## config.mk

```make
export PLATFORM = sky130hd
export DESIGN_NAME = base62_number_encoder_top_flat
export DESIGN_NICKNAME = d
export VERILOG_FILES = /design/src/rtl/b62_pkg.sv /design/src/rtl/b62_if.sv /design/src/rtl/base62_number_encoder_top.sv /design/src/rtl/b62_div62.sv /design/src/flat_wrapper.sv
export SDC_FILE = /design/constraint.sdc
export NUM_CORES = 1
export LEC_CHECK = 0
export BUFFER_PORTS_ARGS = -buffer_cell sky130_fd_sc_hd__buf_2
export CAP_MARGIN = 20
export CORE_UTILIZATION = 30
export DETAILED_ROUTE_END_ITERATION = 7
export SLEW_MARGIN = 20
export SYNTH_ARGS = -nofsm -noshare
export SYNTH_HDL_FRONTEND = slang
export SYNTH_SLANG_ARGS = --single-unit
```

## constraint.sdc

```tcl
create_clock -name clk -period 14.5 [get_ports clk]
set_input_delay 2.175 -clock clk [delete_from_list [all_inputs] [get_ports clk]]
set_output_delay 2.175 -clock clk [all_outputs]
set_load 0.005 [all_outputs]
```

## src/rtl/b62_pkg.sv

```systemverilog
// Shared constants, types and the digit-to-ASCII function of the base-62 encoder.
package b62_pkg;

  // Word and digit widths.
  localparam int ValueW    = 64;
  localparam int ChunkW    = 16;
  localparam int NumChunks = ValueW / ChunkW;
  localparam int ChunkIdxW = $clog2(NumChunks);
  localparam int DigitW    = 6;
  localparam int CharW     = 7;
  localparam int MaxDigits = 11;
  localparam int CntW      = $clog2(MaxDigits + 1);
  localparam int Radix     = 62;

  // One long-division step works on the running remainder followed by one chunk.
  localparam int DivInW = DigitW + ChunkW;

  // Reciprocal of the radix, scaled by 2**RecipShift. It is rounded down, so the
  // estimated quotient is exact or one too small.
  localparam int RecipShift = 28;
  localparam int RecipW     = RecipShift - DigitW + 1;
  localparam int ProdW      = DivInW + RecipW;
  localparam logic [RecipW-1:0] RecipM = RecipW'((64'd1 << RecipShift) / Radix);

  // Alphabet bases.
  localparam logic [CharW-1:0] CharZero   = 7'd48;
  localparam logic [CharW-1:0] CharLowerA = 7'd97;
  localparam logic [CharW-1:0] CharUpperA = 7'd65;

  // Sequencer states.
  typedef enum logic [1:0] {
    ST_IDLE,
    ST_DIV,
    ST_EMIT
  } b62_state_t;

  typedef logic [DigitW-1:0] digit_t;

  // Maps a digit value to its ASCII character: 0-9, then a-z, then A-Z.
  function automatic logic [CharW-1:0] digit_to_char(input digit_t d);
    logic [CharW-1:0] dx;
    dx = CharW'(d);
    if (d < DigitW'(10)) begin
      return CharZero + dx;
    end else if (d < DigitW'(36)) begin
      return CharLowerA + dx - CharW'(10);
    end else begin
      return CharUpperA + dx - CharW'(36);
    end
  endfunction

endpackage

```

## src/rtl/b62_if.sv

```systemverilog
// Valid/ready channel interfaces for the value input and the character output.
interface b62_in_if;
  import b62_pkg::*;

  logic              valid;
  logic              ready;
  logic [ValueW-1:0] value;

  modport source(output valid, output value, input ready);
  modport sink(input valid, input value, output ready);
endinterface

interface b62_out_if;
  import b62_pkg::*;

  logic             valid;
  logic             ready;
  logic [CharW-1:0] digit_char;
  logic             last;

  modport source(output valid, output digit_char, output last, input ready);
  modport sink(input valid, input digit_char, input last, output ready);
endinterface

```

## src/rtl/base62_number_encoder_top.sv

```systemverilog
// Each digit takes one pass of the shared divide-by-62 step over every 16-bit chunk, most significant first;
// the digits of a value with n digits (1 to 11) are then shown one at a time, most significant first.
// The single divide step is reused for each 16-bit chunk, so a value is not overlapped with the next:
// a new word is taken only when the block is idle.
// Reset (synchronous, active low) returns the sequencer to idle and drops output valid.
// Top level of the base-62 encoder: sequencer, quotient register and digit buffer.
module base62_number_encoder_top (
  input logic       clk,
  input logic       rst_n,
  b62_in_if.sink    in_if,
  b62_out_if.source out_if
);
  import b62_pkg::*;

  b62_state_t state_r, state_nxt;

  logic [ValueW-1:0]    val_r, val_nxt;
  logic [ChunkIdxW-1:0] idx_r, idx_nxt;
  digit_t               rem_r, rem_nxt;
  logic [CntW-1:0]      cnt_r, cnt_nxt;
  digit_t               digs_r [MaxDigits];

  logic [DivInW-1:0] div_in;
  logic [ChunkW-1:0] div_q;
  digit_t            div_rem;
  logic              digit_done;
  logic              in_take;
  logic              out_take;
  logic [CntW-1:0]   rd_idx;

  assign in_take  = in_if.valid && in_if.ready;
  assign out_take = out_if.valid && out_if.ready;

  // Shared divide step over the current chunk, most significant chunk first.
  assign div_in = {rem_r, val_r[idx_r*ChunkW +: ChunkW]};

  b62_div62 u_div (
    .dividend  (div_in),
    .quotient  (div_q),
    .remainder (div_rem)
  );

  // The quotient replaces the chunk in place.
  always_comb begin
    val_nxt = val_r;
    val_nxt[idx_r*ChunkW +: ChunkW] = div_q;
  end

  assign digit_done = (state_r == ST_DIV) && (idx_r == '0);

  // Next state.
  always_comb begin
    state_nxt = state_r;
    unique case (state_r)
      ST_IDLE: begin
        if (in_take) state_nxt = ST_DIV;
      end
      ST_DIV: begin
        if (digit_done &&
            ((val_nxt == '0) || (cnt_r == CntW'(MaxDigits - 1)))) begin
          state_nxt = ST_EMIT;
        end
      end
      ST_EMIT: begin
        if (out_take && (cnt_r == CntW'(1))) state_nxt = ST_IDLE;
      end
      default: state_nxt = ST_IDLE;
    endcase
  end

  // Datapath register updates.
  always_comb begin
    idx_nxt = idx_r;
    rem_nxt = rem_r;
    cnt_nxt = cnt_r;
    unique case (state_r)
      ST_IDLE: begin
        if (in_take) begin
          idx_nxt = ChunkIdxW'(NumChunks - 1);
          rem_nxt = '0;
          cnt_nxt = '0;
        end
      end
      ST_DIV: begin
        if (digit_done) begin
          idx_nxt = ChunkIdxW'(NumChunks - 1);
          rem_nxt = '0;
          cnt_nxt = cnt_r + CntW'(1);
        end else begin
          idx_nxt = idx_r - ChunkIdxW'(1);
          rem_nxt = div_rem;
        end
      end
      ST_EMIT: begin
        if (out_take) cnt_nxt = cnt_r - CntW'(1);
      end
      default: ;
    endcase
  end

  // Control registers.
  always_ff @(posedge clk) begin
    if (!rst_n) begin
      state_r <= ST_IDLE;
      cnt_r   <= '0;
    end else begin
      state_r <= state_nxt;
      cnt_r   <= cnt_nxt;
    end
  end

  // Payload registers and the digit buffer, least significant digit at index zero.
  always_ff @(posedge clk) begin
    idx_r <= idx_nxt;
    rem_r <= rem_nxt;
    if (state_r == ST_IDLE && in_take) begin
      val_r <= in_if.value;
    end else if (state_r == ST_DIV) begin
      val_r <= val_nxt;
    end
    if (digit_done) begin
      digs_r[cnt_r] <= div_rem;
    end
  end

  // Handshake and output word, most significant digit first.
  assign rd_idx = cnt_r - CntW'(1);

  always_comb begin
    in_if.ready       = (state_r == ST_IDLE);
    out_if.valid      = (state_r == ST_EMIT);
    out_if.digit_char = digit_to_char(digs_r[rd_idx]);
    out_if.last       = (cnt_r == CntW'(1));
  end

endmodule

```

## src/rtl/b62_div62.sv

```systemverilog
// One long-division step by 62: remainder and one chunk in, quotient chunk and remainder out.
module b62_div62 (
  input  logic [b62_pkg::DivInW-1:0] dividend,
  output logic [b62_pkg::ChunkW-1:0] quotient,
  output b62_pkg::digit_t            remainder
);
  import b62_pkg::*;

  logic [ProdW-1:0]  prod;
  logic [ChunkW-1:0] q_est;
  logic [DivInW-1:0] rem_est;

  // Estimate the quotient with the scaled reciprocal.
  assign prod  = ProdW'(dividend) * ProdW'(RecipM);
  assign q_est = prod[RecipShift +: ChunkW];

  // The estimate is exact or one short, so a single correction finishes it.
  assign rem_est = dividend - DivInW'(q_est) * DivInW'(Radix);

  always_comb begin
    if (rem_est >= DivInW'(Radix)) begin
      quotient  = q_est + ChunkW'(1);
      remainder = DigitW'(rem_est - DivInW'(Radix));
    end else begin
      quotient  = q_est;
      remainder = DigitW'(rem_est);
    end
  end

endmodule

```

## src/flat_wrapper.sv

```systemverilog
// flat-port wrapper written by rule: the top's interface ports become plain ports
module base62_number_encoder_top_flat import b62_pkg::*;
  (clk, rst_n, in_if_valid, in_if_value, in_if_ready, out_if_valid, out_if_digit_char, out_if_last, out_if_ready);
  b62_in_if in_if_i ();
  b62_out_if out_if_i ();
  input logic clk;
  input logic rst_n;
  input wire logic [$bits(in_if_i.valid)-1:0] in_if_valid;
  input wire logic [$bits(in_if_i.value)-1:0] in_if_value;
  output wire logic [$bits(in_if_i.ready)-1:0] in_if_ready;
  output wire logic [$bits(out_if_i.valid)-1:0] out_if_valid;
  output wire logic [$bits(out_if_i.digit_char)-1:0] out_if_digit_char;
  output wire logic [$bits(out_if_i.last)-1:0] out_if_last;
  input wire logic [$bits(out_if_i.ready)-1:0] out_if_ready;
  assign in_if_i.valid = in_if_valid;
  assign in_if_i.value = in_if_value;
  assign in_if_ready = in_if_i.ready;
  assign out_if_valid = out_if_i.valid;
  assign out_if_digit_char = out_if_i.digit_char;
  assign out_if_last = out_if_i.last;
  assign out_if_i.ready = out_if_ready;
  base62_number_encoder_top u_core (.clk(clk), .rst_n(rst_n), .in_if(in_if_i), .out_if(out_if_i));
endmodule
```

==> results by group <==
Worst setup path
  – Max stage delay on crit path: 0.63 ns
  – WS Path Type: reg2reg
  – Cell mode on critical path: ha_1
  – Slowest stage cell, crit path: mux4_2
  – Crit-path max FO: 13
  – Nature of the critical path startpoint: register
  – Worst EP arrival: 14.07 ns
  – CP required: 14.86 ns
  – Crit. End Element: register

Route
  – DRT Pass-1 Iters: 8
  – Average wire per standard cell: 19.39 um
  – Wire length on met2: 21890 um
  – Via Count: 13067
  – Metal3 WL: 2795 um
  – WL final: 46380 um
  – Iteration-0 DRC count of the detailed router: 1304
  – Wl on met1: 20240 um
  – Routed Antenna Nets: 0
  – Max Used Layer: met4
  – Vias per std cell: 5.463
  – Residual DRC: 0

Yosys
  – Synth warn: 0
  – Post-synth top cells: ha_1 (229), inv_1 (166), a21oi_1 (157), nor2_1 (141), edfxtp_1 (138)
  – Post-Syn Instances: 1624
  – Synth async-reset ratio: 0
  – Number of synthesized register bits: 144
  – Predominant post-synthesis flop cell: edfxtp_1
  – Synth Cell Area: 15530 sq um
  – Share of the synthesized area in the top cell type: 0.2669
  – Top cells by area, synth: edfxtp_1 (27%), ha_1 (18%), fa_1 (8.0%)
  – Most frequent cell after synthesis: ha_1
  – Mapped Nets: 1983
  – Area leader, netlist: edfxtp_1
  – Sequential fraction of the synthesis area: 0.2746
  – Post-synth EDFFs: 138
  – Mean Syn Cell Area: 9.561 sq um
  – Synth cell types: 85

Clock network
  – Root buffer cell: clkbuf_16
  – Hold buffer count at CTS: 0
  – CTS Buf Count: 17
  – Maximum clock insertion buffer count: 2
  – Worst-path clk slew: 0.07 ns
  – Clk sink count: 144
  – TritonCTS clock tree: yes
  – Worst-Skew Late Latency: 0.43 ns
  – H-tree levels: 4

Timing
  – Clk_skew: 0.01738 ns
  – Pins Over Slew Limit: 0
  – Sum Neg Setup Slack: 0 ns
  – Worst relative slew slack: 0.3053
  – RSZ-0062 raised after global routing: no
  – Final hold vios: 0
  – Least-Margin Pin Slew: 1.035 ns
  – Highest Clock Rate: 72.90 MHz
  – Final setup vio count: 0
  – Minimum clock period: 13.72 ns
  – Final Cycle Share: 0.9461

Die
  – IO Pins: 78
  – Die ar.: 52670 sq um
  – Core Footprint: 51200 sq um
  – Die width: 229.5 um
  – Std-Cell Rows: 83
  – Initial Util: 0.3033
  – Die height: 229.5 um

Global route
  – Largest net degree at the start of global routing: 85
  – Initial antenna violation count: 1
  – Vias in the first global route: 12683
  – First-pass GRT wire length: 71520 um
  – Total track usage: 0.1737
  – Grt total ovfl: 0

Finish
  – Layout cell share with drive strength beyond 1: 0.1245
  – Sequential cell area: 4264 sq um
  – Fill cells: 5189
  – Total Nets Final: 2057
  – Multi-input gate area: 10400 sq um
  – Area growth syn-to-layout: 12.18%

Status
  – Outcome: finished, final reports clean

Place
  – Gpl congestion: 0.9576
  – Post-DP HPWL: 36960 um
  – Number of buffers added on ports: 77

Run
  – # Max-Cap Violations: 0

Worst hold path
  – Worst Hold Class: reg2reg
==> placed cells by master (no fill, tap or decap), types with 7 or more instances in the layout <==
master | netlist | routed
buf_4 | 3 | 38
o21a_1 | 8 | 8
nor2b_1 | 39 | 39
a222oi_1 | 16 | 16
nor3_1 | 28 | 27
nand2b_1 | 7 | 7
a22oi_1 | 19 | 19
o211ai_1 | 19 | 19
and3_1 | 16 | 16
and2_1 | 23 | 23
mux2i_1 | 16 | 16
a31oi_1 | 12 | 12
clkbuf_16 | 0 | 17
nand2_1 | 85 | 83
o21ai_0 | 49 | 49
nand4_1 | 11 | 11
a21o_1 | 26 | 26
xor2_1 | 24 | 24
nand3_1 | 23 | 23
inv_1 | 166 | 166
o21ai_1 | 9 | 9
a21oi_1 | 157 | 157
ha_1 | 229 | 229
buf_2 | 2 | 77
mux4_2 | 28 | 28
a211oi_1 | 14 | 14
edfxtp_1 | 138 | 138
nor4_1 | 14 | 14
nor2_1 | 141 | 141
fa_1 | 62 | 62
xnor2_1 | 44 | 44
==> per-stage QoR <==
step	std cells	setup WS, ns	util	area, sq um	hold slack [ns]
finish	2392	0.7817	0.3402	17420	0.5939
global route	2391	0.1654	0.3402	17420	0.6208
CTS	2382	0.3038	0.3384	17320	0.5914
detailed placement	2350	0.3390	0.3276	16770	0.5828
global placement	2350	0.5278	0.3276	16770	0.5632
floorplan	1624	1.116	-	15530	0.5324
==> sequential cells by signal, summed over array words and instances (netlist names) <==
signal / cells
u_core.digs_r: 66
u_core.rem_r: 6
u_core.val_r: 64
u_core.state_r: 2
u_core.idx_r: 2
u_core.cnt_r: 4
==> metal layers <==
layer  vias up  global-route usage
met5         -                   0
met4         0             0.06333
met3        87             0.02204
met2       594              0.2887
met1      6261              0.2297
li1       6125                   -
==> final timing paths <==
| check | depth (start not counted) | to | slack, ns | from |
|---|---|---|---|---|
| hold / removal | 2 | u_core.state_r[0] | 0.59 | u_core.state_r[0] |
| setup reg to reg | 49 | u_core.state_r[0] | 0.78 | u_core.idx_r[0] |
| hold reg to reg | 2 | u_core.state_r[0] | 0.59 | u_core.state_r[0] |
| setup / recovery | 49 | u_core.state_r[0] | 0.78 | u_core.idx_r[0] |
==> worst max-delay path, delay by kind of cell, from the launching register on <==
family / cells / cell delay [ns]
xor gates and xnor gates: 3 / 0.54
buffers and inverters: 4 / 0.32
DFF: 1 / 0.40
AOI/OAI and AO/OA: 14 / 2.82
muxes: 1 / 0.63
adders and majority gates: 12 / 4.52
and+or+nand+nor: 15 / 4.38
==> cells by family after synthesis <==
logic type	Yosys count	synth area share
buffers and inverters	233	0.05721
flip-flops	144	0.2746
AND/OR/NAND/NOR	428	0.1372
multiplexers	48	0.05383
AO/OA/AOI/OAI	411	0.1732
adder cells (fa/ha/maj)	291	0.2645
XOR/XNOR	69	0.03940
==> repair_timing <==
item | CTS | global route
gates resized for setup | 0 | 1
buffers inserted | 0 | 9
setup endpoints to repair | 0 | 2
==> area by class of cell <==
class / count / area share
Sequential cell: 144 / 0.2448
Tap cell: 680 / 0.04884
Clock inverter: 15 / 0.007255
Clock buffer: 17 / 0.02442
Multi-Input combinational cell: 1247 / 0.5969
Inverter: 171 / 0.03685
Antenna cell: 1 / 0.0001437
Timing Repair Buffer: 117 / 0.04080
Power is left out: the tool's default activity adds up to more than one toggle a clock period on the data nets, which glitch-free logic cannot reach.
